[src/rtl/fcsc_pkg.sv]
// Shared constants and types for the frame change similarity curve core.
package fcsc_pkg;

  // Frame geometry
  localparam int MAX_DIM = 64;
  localparam int IDX_W   = (MAX_DIM > 1) ? $clog2(MAX_DIM) : 1;
  localparam int DIM_W   = 7;
  localparam int CMP_W   = (DIM_W > IDX_W + 1) ? DIM_W : IDX_W + 1;

  // Datapath widths
  localparam int FEAT_W  = 16;
  localparam int SQ_W    = 2 * FEAT_W;
  localparam int SUM_W   = 38;

  // Similarity divider: floor(2^40 / (2^24 + D))
  localparam int NUM_EXP = 40;
  localparam int ONE_EXP = 24;
  localparam int QUO_W   = 17;
  localparam int DEN_W   = SUM_W + 1;
  localparam int REM_W   = DEN_W + 1;
  localparam int STEP_W  = $clog2(QUO_W);

  // Frame queue between the front and the back
  localparam int QDEPTH  = 4;
  localparam int QPTR_W  = $clog2(QDEPTH);
  localparam int QCNT_W  = QPTR_W + 1;

  // Result stream
  localparam int OUT_TDATA_W = ((SUM_W + 7) / 8) * 8;
  localparam logic KIND_SIM  = 1'b0;
  localparam logic KIND_NORM = 1'b1;

  // One finished frame handed from the accumulator to the divider
  typedef struct packed {
    logic [SUM_W-1:0] dist_total;
    logic [SUM_W-1:0] norm;
    logic             fin;
  } fcsc_frame_t;

endpackage

[src/rtl/fcsc_front.sv]
// Front part: element intake, previous-frame memory, squaring and frame accumulation.
module fcsc_front import fcsc_pkg::*; (
  input  logic              clk,
  input  logic              rst_n,
  input  logic              cfg_wr_en,
  input  logic [DIM_W-1:0]  cfg_wr_data,
  input  logic              in_tvalid,
  output logic              in_tready,
  input  logic [FEAT_W-1:0] in_tdata,
  input  logic              in_tlast,
  input  logic [QCNT_W-1:0] q_count,
  output logic              q_push,
  output fcsc_frame_t       q_data
);

  // Configuration and element position
  logic [DIM_W-1:0]   feat_dim_r;
  logic [IDX_W-1:0]   idx_r, idx_nxt;
  logic [MAX_DIM-1:0] valid_r, valid_nxt;
  logic [CMP_W-1:0]   fd_ext, dim, pos;
  logic               accept, fend;

  // Stage 1: element and previous value
  logic              s1_vld_r;
  logic [FEAT_W-1:0] s1_x_r, s1_prev_r;
  logic              s1_pv_r, s1_end_r, s1_fin_r;
  logic [FEAT_W-1:0] prev_mem [MAX_DIM];

  // Stage 2: squared terms
  logic              s2_vld_r;
  logic [SQ_W-1:0]   s2_sqd_r, s2_sqn_r;
  logic              s2_end_r, s2_fin_r;
  logic signed [FEAT_W+1:0] x_ext, p_ext, diff, x_abs, d_abs;
  logic [FEAT_W-1:0] adiff, ax;

  // Stage 3: running sums
  logic [SUM_W-1:0]  dist_r, dist_nxt, norm_r, norm_nxt, dsat, nsat;
  logic [SUM_W:0]    dsum, nsum;
  logic [QCNT_W:0]   pending;

  // Room check: every frame end still in flight needs a queue slot
  assign pending = {1'b0, q_count} + (QCNT_W+1)'(s1_vld_r & s1_end_r)
                 + (QCNT_W+1)'(s2_vld_r & s2_end_r);
  assign in_tready = (pending < (QCNT_W+1)'(QDEPTH));
  assign accept = in_tvalid & in_tready;

  // Active dimension with out-of-range values clamped
  always_comb begin
    fd_ext = CMP_W'(feat_dim_r);
    if (fd_ext == '0) begin
      dim = CMP_W'(1);
    end else if (fd_ext > CMP_W'(MAX_DIM)) begin
      dim = CMP_W'(MAX_DIM);
    end else begin
      dim = fd_ext;
    end
    pos  = CMP_W'(idx_r) + CMP_W'(1);
    fend = (pos >= dim);
  end

  // Next index and previous-frame valid bits
  always_comb begin
    idx_nxt   = idx_r;
    valid_nxt = valid_r;
    if (accept) begin
      if (fend) begin
        idx_nxt = '0;
      end else begin
        idx_nxt = idx_r + IDX_W'(1);
      end
      if (fend && in_tlast) begin
        valid_nxt = '0;
      end else begin
        valid_nxt = valid_r | (MAX_DIM'(1) << idx_r);
      end
    end
  end

  always_ff @(posedge clk) begin
    if (!rst_n) begin
      feat_dim_r <= DIM_W'(1);
      idx_r      <= '0;
      valid_r    <= '0;
      s1_vld_r   <= 1'b0;
      s2_vld_r   <= 1'b0;
      dist_r     <= '0;
      norm_r     <= '0;
    end else begin
      if (cfg_wr_en) begin
        feat_dim_r <= cfg_wr_data;
      end
      idx_r    <= idx_nxt;
      valid_r  <= valid_nxt;
      s1_vld_r <= accept;
      s2_vld_r <= s1_vld_r;
      dist_r   <= dist_nxt;
      norm_r   <= norm_nxt;
    end
  end

  // Previous-frame memory: read-first, one port, same address
  always_ff @(posedge clk) begin
    if (accept) begin
      prev_mem[idx_r] <= in_tdata;
      s1_prev_r       <= prev_mem[idx_r];
      s1_x_r          <= in_tdata;
      s1_pv_r         <= valid_r[idx_r];
      s1_end_r        <= fend;
      s1_fin_r        <= in_tlast;
    end
  end

  // Difference and magnitudes; entries never written this sequence read as zero.
  // The difference of two elements spans twice the element range, so two guard bits.
  always_comb begin
    x_ext = {{2{s1_x_r[FEAT_W-1]}}, s1_x_r};
    p_ext = s1_pv_r ? {{2{s1_prev_r[FEAT_W-1]}}, s1_prev_r} : '0;
    diff  = x_ext - p_ext;
    d_abs = diff[FEAT_W+1] ? -diff : diff;
    x_abs = x_ext[FEAT_W+1] ? -x_ext : x_ext;
    adiff = d_abs[FEAT_W-1:0];
    ax    = x_abs[FEAT_W-1:0];
  end

  always_ff @(posedge clk) begin
    s2_sqd_r <= adiff * adiff;
    s2_sqn_r <= ax * ax;
    s2_end_r <= s1_end_r;
    s2_fin_r <= s1_fin_r;
  end

  // Saturating accumulation and hand-off at frame end
  always_comb begin
    dsum     = {1'b0, dist_r} + (SUM_W+1)'(s2_sqd_r);
    nsum     = {1'b0, norm_r} + (SUM_W+1)'(s2_sqn_r);
    dsat     = dsum[SUM_W] ? '1 : dsum[SUM_W-1:0];
    nsat     = nsum[SUM_W] ? '1 : nsum[SUM_W-1:0];
    dist_nxt = dist_r;
    norm_nxt = norm_r;
    if (s2_vld_r) begin
      dist_nxt = s2_end_r ? '0 : dsat;
      norm_nxt = s2_end_r ? '0 : nsat;
    end
    q_push            = s2_vld_r & s2_end_r;
    q_data.dist_total = dsat;
    q_data.norm       = nsat;
    q_data.fin        = s2_fin_r;
  end

`ifndef SYNTHESIS
  a_idx_wrap: assert property (@(posedge clk) disable iff (!rst_n)
    (accept && fend) |=> (idx_r == '0))
    else $error("element index did not restart after frame end");

  a_seq_clear: assert property (@(posedge clk) disable iff (!rst_n)
    (accept && fend && in_tlast) |=> (valid_r == '0))
    else $error("previous frame not cleared after final frame");

  a_room: assert property (@(posedge clk) disable iff (!rst_n)
    q_push |-> (q_count < QCNT_W'(QDEPTH)))
    else $error("frame pushed without queue room");
`endif

endmodule

[src/rtl/fcsc_queue.sv]
// Small FIFO of finished frame sums between the accumulator and the divider.
module fcsc_queue import fcsc_pkg::*; (
  input  logic              clk,
  input  logic              rst_n,
  input  logic              push,
  input  fcsc_frame_t       push_data,
  input  logic              pop,
  output logic              q_valid,
  output fcsc_frame_t       q_data,
  output logic [QCNT_W-1:0] q_count
);

  fcsc_frame_t       slots [QDEPTH];
  logic [QPTR_W-1:0] wr_ptr_r, rd_ptr_r;
  logic [QCNT_W-1:0] count_r, count_nxt;

  assign q_valid = (count_r != '0);
  assign q_data  = slots[rd_ptr_r];
  assign q_count = count_r;

  // Occupancy update
  always_comb begin
    count_nxt = count_r;
    if (push && !pop) begin
      count_nxt = count_r + QCNT_W'(1);
    end else if (pop && !push) begin
      count_nxt = count_r - QCNT_W'(1);
    end
  end

  always_ff @(posedge clk) begin
    if (!rst_n) begin
      wr_ptr_r <= '0;
      rd_ptr_r <= '0;
      count_r  <= '0;
    end else begin
      if (push) begin
        wr_ptr_r <= wr_ptr_r + QPTR_W'(1);
      end
      if (pop) begin
        rd_ptr_r <= rd_ptr_r + QPTR_W'(1);
      end
      count_r <= count_nxt;
    end
  end

  // Entry storage
  always_ff @(posedge clk) begin
    if (push) begin
      slots[wr_ptr_r] <= push_data;
    end
  end

`ifndef SYNTHESIS
  a_no_overflow: assert property (@(posedge clk) disable iff (!rst_n)
    (push && !pop) |-> (count_r != QCNT_W'(QDEPTH)))
    else $error("frame queue overflow");

  a_no_underflow: assert property (@(posedge clk) disable iff (!rst_n)
    pop |-> (count_r != '0))
    else $error("frame queue underflow");

  a_ptr_count: assert property (@(posedge clk) disable iff (!rst_n)
    (QPTR_W'(wr_ptr_r - rd_ptr_r) == count_r[QPTR_W-1:0]))
    else $error("queue pointers disagree with count");
`endif

endmodule

[src/rtl/fcsc_back.sv]
// Back part: restoring divider for the similarity and the result output register.
module fcsc_back import fcsc_pkg::*; (
  input  logic                   clk,
  input  logic                   rst_n,
  input  logic                   q_valid,
  input  fcsc_frame_t            q_data,
  output logic                   q_pop,
  output logic                   out_tvalid,
  input  logic                   out_tready,
  output logic [OUT_TDATA_W-1:0] out_tdata,
  output logic                   out_tuser,
  output logic                   out_tlast
);

  typedef enum logic [3:0] {
    ST_IDLE = 4'b0001,
    ST_DIV  = 4'b0010,
    ST_SIM  = 4'b0100,
    ST_NORM = 4'b1000
  } back_state_t;

  localparam logic [DEN_W-1:0] ONE_Q24  = DEN_W'(1) << ONE_EXP;
  localparam logic [REM_W-1:0] REM_INIT = REM_W'(1) << (NUM_EXP - QUO_W);

  back_state_t       state_r, state_nxt;
  logic [DEN_W-1:0]  den_r;
  logic [REM_W-1:0]  rem_r, rem2, rem_nxt;
  logic [QUO_W-1:0]  quo_r;
  logic [STEP_W-1:0] step_r;
  logic [SUM_W-1:0]  norm_r;
  logic              fin_r;
  logic              ge;

  logic              out_vld_r, out_free, load_sim, load_norm;
  logic [SUM_W-1:0]  out_val_r;
  logic              out_kind_r, out_last_r;

  assign out_free  = !out_vld_r || out_tready;
  assign q_pop     = (state_r == ST_IDLE) && q_valid;
  assign load_sim  = (state_r == ST_SIM) && out_free;
  assign load_norm = (state_r == ST_NORM) && out_free;

  // One quotient bit per step
  always_comb begin
    rem2    = {rem_r[REM_W-2:0], 1'b0};
    ge      = (rem2 >= REM_W'(den_r));
    rem_nxt = ge ? (rem2 - REM_W'(den_r)) : rem2;
  end

  // Sequencer
  always_comb begin
    state_nxt = state_r;
    case (state_r)
      ST_IDLE: begin
        if (q_valid) begin
          state_nxt = ST_DIV;
        end
      end
      ST_DIV: begin
        if (step_r == '0) begin
          state_nxt = ST_SIM;
        end
      end
      ST_SIM: begin
        if (out_free) begin
          state_nxt = fin_r ? ST_NORM : ST_IDLE;
        end
      end
      ST_NORM: begin
        if (out_free) begin
          state_nxt = ST_IDLE;
        end
      end
      default: begin
        state_nxt = ST_IDLE;
      end
    endcase
  end

  always_ff @(posedge clk) begin
    if (!rst_n) begin
      state_r   <= ST_IDLE;
      out_vld_r <= 1'b0;
    end else begin
      state_r <= state_nxt;
      if (load_sim || load_norm) begin
        out_vld_r <= 1'b1;
      end else if (out_tready) begin
        out_vld_r <= 1'b0;
      end
    end
  end

  // Divider operands and iteration
  always_ff @(posedge clk) begin
    if (q_pop) begin
      den_r  <= {1'b0, q_data.dist_total} + ONE_Q24;
      rem_r  <= REM_INIT;
      quo_r  <= '0;
      step_r <= STEP_W'(QUO_W - 1);
      norm_r <= q_data.norm;
      fin_r  <= q_data.fin;
    end else if (state_r == ST_DIV) begin
      rem_r  <= rem_nxt;
      quo_r  <= {quo_r[QUO_W-2:0], ge};
      step_r <= step_r - STEP_W'(1);
    end
  end

  // Output register
  always_ff @(posedge clk) begin
    if (load_sim) begin
      out_val_r  <= SUM_W'(quo_r);
      out_kind_r <= KIND_SIM;
      out_last_r <= !fin_r;
    end else if (load_norm) begin
      out_val_r  <= norm_r;
      out_kind_r <= KIND_NORM;
      out_last_r <= 1'b1;
    end
  end

  assign out_tvalid = out_vld_r;
  assign out_tdata  = OUT_TDATA_W'(out_val_r);
  assign out_tuser  = out_kind_r;
  assign out_tlast  = out_last_r;

`ifndef SYNTHESIS
  a_norm_follows: assert property (@(posedge clk) disable iff (!rst_n)
    (load_sim && fin_r) |=> (state_r == ST_NORM))
    else $error("final frame norm not scheduled after similarity");

  a_rem_bound: assert property (@(posedge clk) disable iff (!rst_n)
    (state_r == ST_DIV) |-> (rem_r < REM_W'(den_r)))
    else $error("divider remainder out of range");

  a_sim_range: assert property (@(posedge clk) disable iff (!rst_n)
    (out_vld_r && (out_kind_r == KIND_SIM)) |-> (out_val_r[SUM_W-1:QUO_W] == '0))
    else $error("similarity exceeds one");
`endif

endmodule

[src/rtl/frame_change_similarity_curve_core.sv]
// Top level of the frame change similarity curve core.
// Feature elements (signed Q3.12) are taken one per cycle as long as the frame queue
// has room; each frame end is queued with its squared distance to the previous frame
// and its squared norm. The back end turns each queued frame into 1/(1+d) in Q1.16 with
// a restoring divider: it pops the frame from the queue, computes the 17 quotient bits
// one per step, and then loads the result; a final frame also emits its squared norm in
// Q.24 as a second item, kind 1, with tlast. The back end pops the next frame only once
// the current one's results are loaded, so short frames are limited by the divider once
// the four-entry queue fills. The similarity item of a frame passes the stage 1 and
// stage 2 registers, the queue, the divider and the output register. The previous frame
// lives in a 64-entry memory whose entries carry valid bits, so no clearing pass is
// needed after reset or between sequences.
module frame_change_similarity_curve_core import fcsc_pkg::*; (
  input  logic                   clk,
  input  logic                   rst_n,
  input  logic                   cfg_wr_en,
  input  logic [DIM_W-1:0]       cfg_wr_data,   // feat_dim
  input  logic                   in_tvalid,
  output logic                   in_tready,
  input  logic [FEAT_W-1:0]      in_tdata,      // feature_value
  input  logic                   in_tlast,      // last_frame
  output logic                   out_tvalid,
  input  logic                   out_tready,
  output logic [OUT_TDATA_W-1:0] out_tdata,     // result_value, zero padded
  output logic                   out_tuser,     // result_kind
  output logic                   out_tlast      // last_result
);

  logic              q_push, q_pop, q_valid;
  fcsc_frame_t       push_data, pop_data;
  logic [QCNT_W-1:0] q_count;

  fcsc_front u_front (
    .clk         (clk),
    .rst_n       (rst_n),
    .cfg_wr_en   (cfg_wr_en),
    .cfg_wr_data (cfg_wr_data),
    .in_tvalid   (in_tvalid),
    .in_tready   (in_tready),
    .in_tdata    (in_tdata),
    .in_tlast    (in_tlast),
    .q_count     (q_count),
    .q_push      (q_push),
    .q_data      (push_data)
  );

  fcsc_queue u_queue (
    .clk       (clk),
    .rst_n     (rst_n),
    .push      (q_push),
    .push_data (push_data),
    .pop       (q_pop),
    .q_valid   (q_valid),
    .q_data    (pop_data),
    .q_count   (q_count)
  );

  fcsc_back u_back (
    .clk        (clk),
    .rst_n      (rst_n),
    .q_valid    (q_valid),
    .q_data     (pop_data),
    .q_pop      (q_pop),
    .out_tvalid (out_tvalid),
    .out_tready (out_tready),
    .out_tdata  (out_tdata),
    .out_tuser  (out_tuser),
    .out_tlast  (out_tlast)
  );

endmodule
[config.mk]
export PLATFORM = sky130hd
export DESIGN_NAME = frame_change_similarity_curve_core
export DESIGN_NICKNAME = d
export VERILOG_FILES = /design/src/rtl/fcsc_pkg.sv /design/src/rtl/fcsc_front.sv /design/src/rtl/fcsc_queue.sv /design/src/rtl/fcsc_back.sv /design/src/rtl/frame_change_similarity_curve_core.sv
export SDC_FILE = /design/constraint.sdc
export NUM_CORES = 2
export LEC_CHECK = 0
export ABC_AREA = 1
export BUFFER_PORTS_ARGS = -buffer_cell sky130_fd_sc_hd__clkbuf_2
export CAP_MARGIN = 10
export CORE_ASPECT_RATIO = 0.8
export CORE_MARGIN = 4
export CORE_UTILIZATION = 40
export DETAILED_ROUTE_END_ITERATION = 10
export GPL_TIMING_DRIVEN = 0
export SETUP_SLACK_MARGIN = 0.15
export SYNTH_ARGS = -nofsm -noshare
export SYNTH_HDL_FRONTEND = slang
export SYNTH_SLANG_ARGS = --single-unit
export TNS_END_PERCENT = 20
[constraint.sdc]
create_clock -name clk -period 19.15 [get_ports clk]
set_clock_uncertainty 0.15 [all_clocks]
set_input_delay 1.915 -clock clk [delete_from_list [all_inputs] [get_ports clk]]
set_output_delay 1.915 -clock clk [all_outputs]
set_load 0.1 [all_outputs]
==> run_results.csv <==
group,metric,value,unit
clocking,cts_max_level,4,
global_routing,grt_pass1_vias,62290,
logic_synthesis,yosys_most_used_dff,"edfxtp_1",
final_layout,seqCellArea,50260,µm²
clocking,ctsResizeCount,0,
clocking,numCtsBuffers,184,
job,max_cap_violations,0,
final_layout,area_delta_synth_final,13.96,%
global_routing,grt_pass1_wl,425600,µm
placed_design,place_inst,11180,
timing,rsz0062_at_grt,"no",
logic_synthesis,synth_top_area_cell,"edfxtp_1",
logic_synthesis,synth.area.mux_share,0,%
routing,finalWirelength,293700,µm
logic_synthesis,synthAdderAreaFrac,12.26,%
final_layout,num-nets-final,9203,
global_routing,antenna_found_initial,11,
clocking,clkSlewWorstSetupHoldPaths,0.07,ns
timing,finalSetupTns,0,ns
placed_design,gp_congestion,0.9845,
timing,tightest_slew,1.457,ns
clocking,tritoncts,"yes",
critical_path,cpPeakStageDelay,0.58,ns
logic_synthesis,ys.warnings.count,0,
clocking,cts_sinks,1779,
logic_synthesis,synth_top_area_share,49.90,%
clocking,clockRootBuffer,"clkbuf_16",
routing,vias,64900,
floorplan,core.rowCount,153,
logic_synthesis,synth.area.top_cells,"edfxtp_1 50%, fa_1 7.5%, dfxtp_1 7.2%, nand2_1 6.4%, ha_1 4.8%",
timing,slew_viol_final,0,
logic_synthesis,ys_seq_area_share,57.09,%
logic_synthesis,synth_compound_area_share,10.08,%
floorplan,coreArea,218000,µm²
logic_synthesis,synth_top_family_by_area,"simple AND/OR/NAND/NOR gates",
routing,dr.pass1.iters,8,
timing,fmax,105.5,MHz
hold_path,holdCritPathClass,"flop to flop",
floorplan,io_pins,73,
final_layout,drive_above_1_share,8.251,%
global_routing,gr-total-overflow,0,
clocking,clk_latency,0.86,ns
timing,period_needed,9.480,ns
critical_path,crit_buf_inv,7,
placed_design,hpwlAfterDp,213600,µm
critical_path,crit_required,19.70,ns
final_layout,fin_util,46.02,%
routing,wl_per_cell,25.49,µm
status,outcome,"finished clean",
timing,finalSetupViolCount,0,
routing,drt-vias-per-instance,5.632,
floorplan,fp.dieH,427.6,µm
critical_path,cp.arrival,10.03,ns
final_layout,fin_cells,11520,
floorplan,die_w,532.5,µm
routing,drt_iter0_drc,8688,
final_layout,final_common_cell,"nand2_1",
logic_synthesis,syn_inst,8126,
critical_path,cpLargestDelayFamily,"adder cells",
routing,ant_nets,0,
critical_path,start_kind,"flop",
clocking,cts_setup_buffers,0,
critical_path,cpMostUsedCell,"nand2_1",
clocking,clockBufferDepth,4,
placed_design,portBuffers,70,
routing,drc,0,
floorplan,start_util,40.38,%
logic_synthesis,synth.distinct_cells,63,
logic_synthesis,syn_area,88040,µm²
final_layout,layout_common_cells,"1,493 x nand2_1, 1,463 x edfxtp_1, 980 x inv_1",
final_layout,fillers,19920,
critical_path,slowest_stage,"fa_1",
floorplan,floorplan.die_area,227700,µm²
logic_synthesis,ys_ff_latch,1779,
timing,finalHoldViolCount,0,
timing,timing.final.crit_share,49.51,%
logic_synthesis,synth_edf_count,1463,
timing,relSlewSlack,2.865,%
logic_synthesis,synth_xor_area_share,1.569,%
logic_synthesis,synth_simple_gate_area_share,13.24,%
clocking,hold_buffers,0,
logic_synthesis,synth.avg_cell_area,10.83,µm²
critical_path,endpoint_kind,"flop",
final_layout,multiInputGateArea,32960,µm²
logic_synthesis,postSynth.asyncResetShare,0,%
global_routing,grt_usage,25.34,%
global_routing,grt_start_max_net_pins,70,
critical_path,crit_type,"flop to flop",
critical_path,path_max_fanout,11,
[cells by family after synthesis]
group | count (synthesis)
AOI/OAI and AO/OA | 1436
xor gates and xnor gates | 156
adders and majority gates | 665
buffers and inverters | 1313
DFF | 1779
other | 2
and+or+nand+nor | 2775
[worst register-to-register path: cells and delay by family (launching register included)]
| kind | cells | cell delay, ns |
|---|---|---|
| AO/OA/AOI/OAI | 1 | 0.12 |
| XOR/XNOR | 1 | 0.17 |
| adder cells (fa/ha/maj) | 9 | 4.18 |
| buffers and inverters | 7 | 1.53 |
| flip-flops | 1 | 0.46 |
| AND/OR/NAND/NOR | 18 | 2.75 |
[cell usage after synthesis (all sizes together), types with 3 or more instances]
cell	number
edfxtp	1463
nor2	733
or2	60
nand3	210
nor3	51
o21bai	20
xor2	106
nand4	180
a21oi	469
clkinv	11
a221oi	110
clkbuf	195
and3	3
a22o	106
a31oi	44
o2111ai	3
nand2	1508
a22oi	146
buf	100
nor4	17
a32oi	6
o32ai	3
fa	330
o221ai	3
ha	335
a21boi	9
nand3b	11
o41ai	8
dfxtp	316
o211ai	14
xnor2	50
o21ai	347
a211oi	4
o22ai	105
inv	1007
o21a	7
a21o	24
[worst paths after layout]
| path | slack, ns | cells past startpoint | endpoint | start |
|---|---|---|---|---|
| max reg2reg | 9.67 | 36 | u_front.s2_sqd_r[28] | u_front.s1_x_r[0] |
| min reg2reg | 0.24 | 0 | u_front.s2_end_r | u_front.s1_end_r |
| max | 9.67 | 36 | u_front.s2_sqd_r[28] | u_front.s1_x_r[0] |
| min | 0.24 | 0 | u_front.s2_end_r | u_front.s1_end_r |
[metrics by stage]
step / hold slack [ns] / setup slack, ns / area, µm²
6_report: 0.2373 / 9.670 / 100300
3_5_place_dp: 0.2267 / 9.673 / 94140
3_3_place_gp: 0.2173 / 9.754 / 92020
2_1_floorplan: 0.1733 / 11.45 / 88080
4_1_cts: 0.2389 / 9.646 / 100200
5_1_grt: 0.2418 / 9.131 / 100300
[state kept, by name, indices dropped and copies added (netlist names), 4 cells and up, named ones only]
signal,cells
u_back.step_r,5
u_back.rem_r,39
u_queue.slots,308
u_front.s2_sqn_r,31
u_back.state_r,4
u_front.s2_sqd_r,31
u_front.idx_r,6
u_back.norm_r,38
u_front.s1_x_r,16
u_front.s1_prev_r,16
u_back.out_val_r,38
u_front.prev_mem,1024
u_front.norm_r,38
u_back.den_r,39
u_front.valid_r,64
u_front.dist_r,38
u_front.fd_ext,7
u_back.quo_r,17
[per-layer routing]
layer,vias to the layer above,track usage [%],wire length [µm]
li1,28790,-,-
met1,31960,37.13,127100
met2,3677,35.48,117200
met3,469,9.245,41610
met4,2,6.232,7774
met5,-,0,13
[area by class of cell]
type,instances,area share (%)
diodes,3,0.007482
plain buffers,295,1.256
clock buffers,230,4.844
clock inverters,100,1.175
inverters,1018,3.809
multi-input cells,5046,32.85
flip-flops and latches,1779,50.09
well taps,2867,3.575
repair buffers,185,2.391
Power is not shown: default switching activity piles up to over one toggle a cycle in this logic, so the estimate is an artifact.
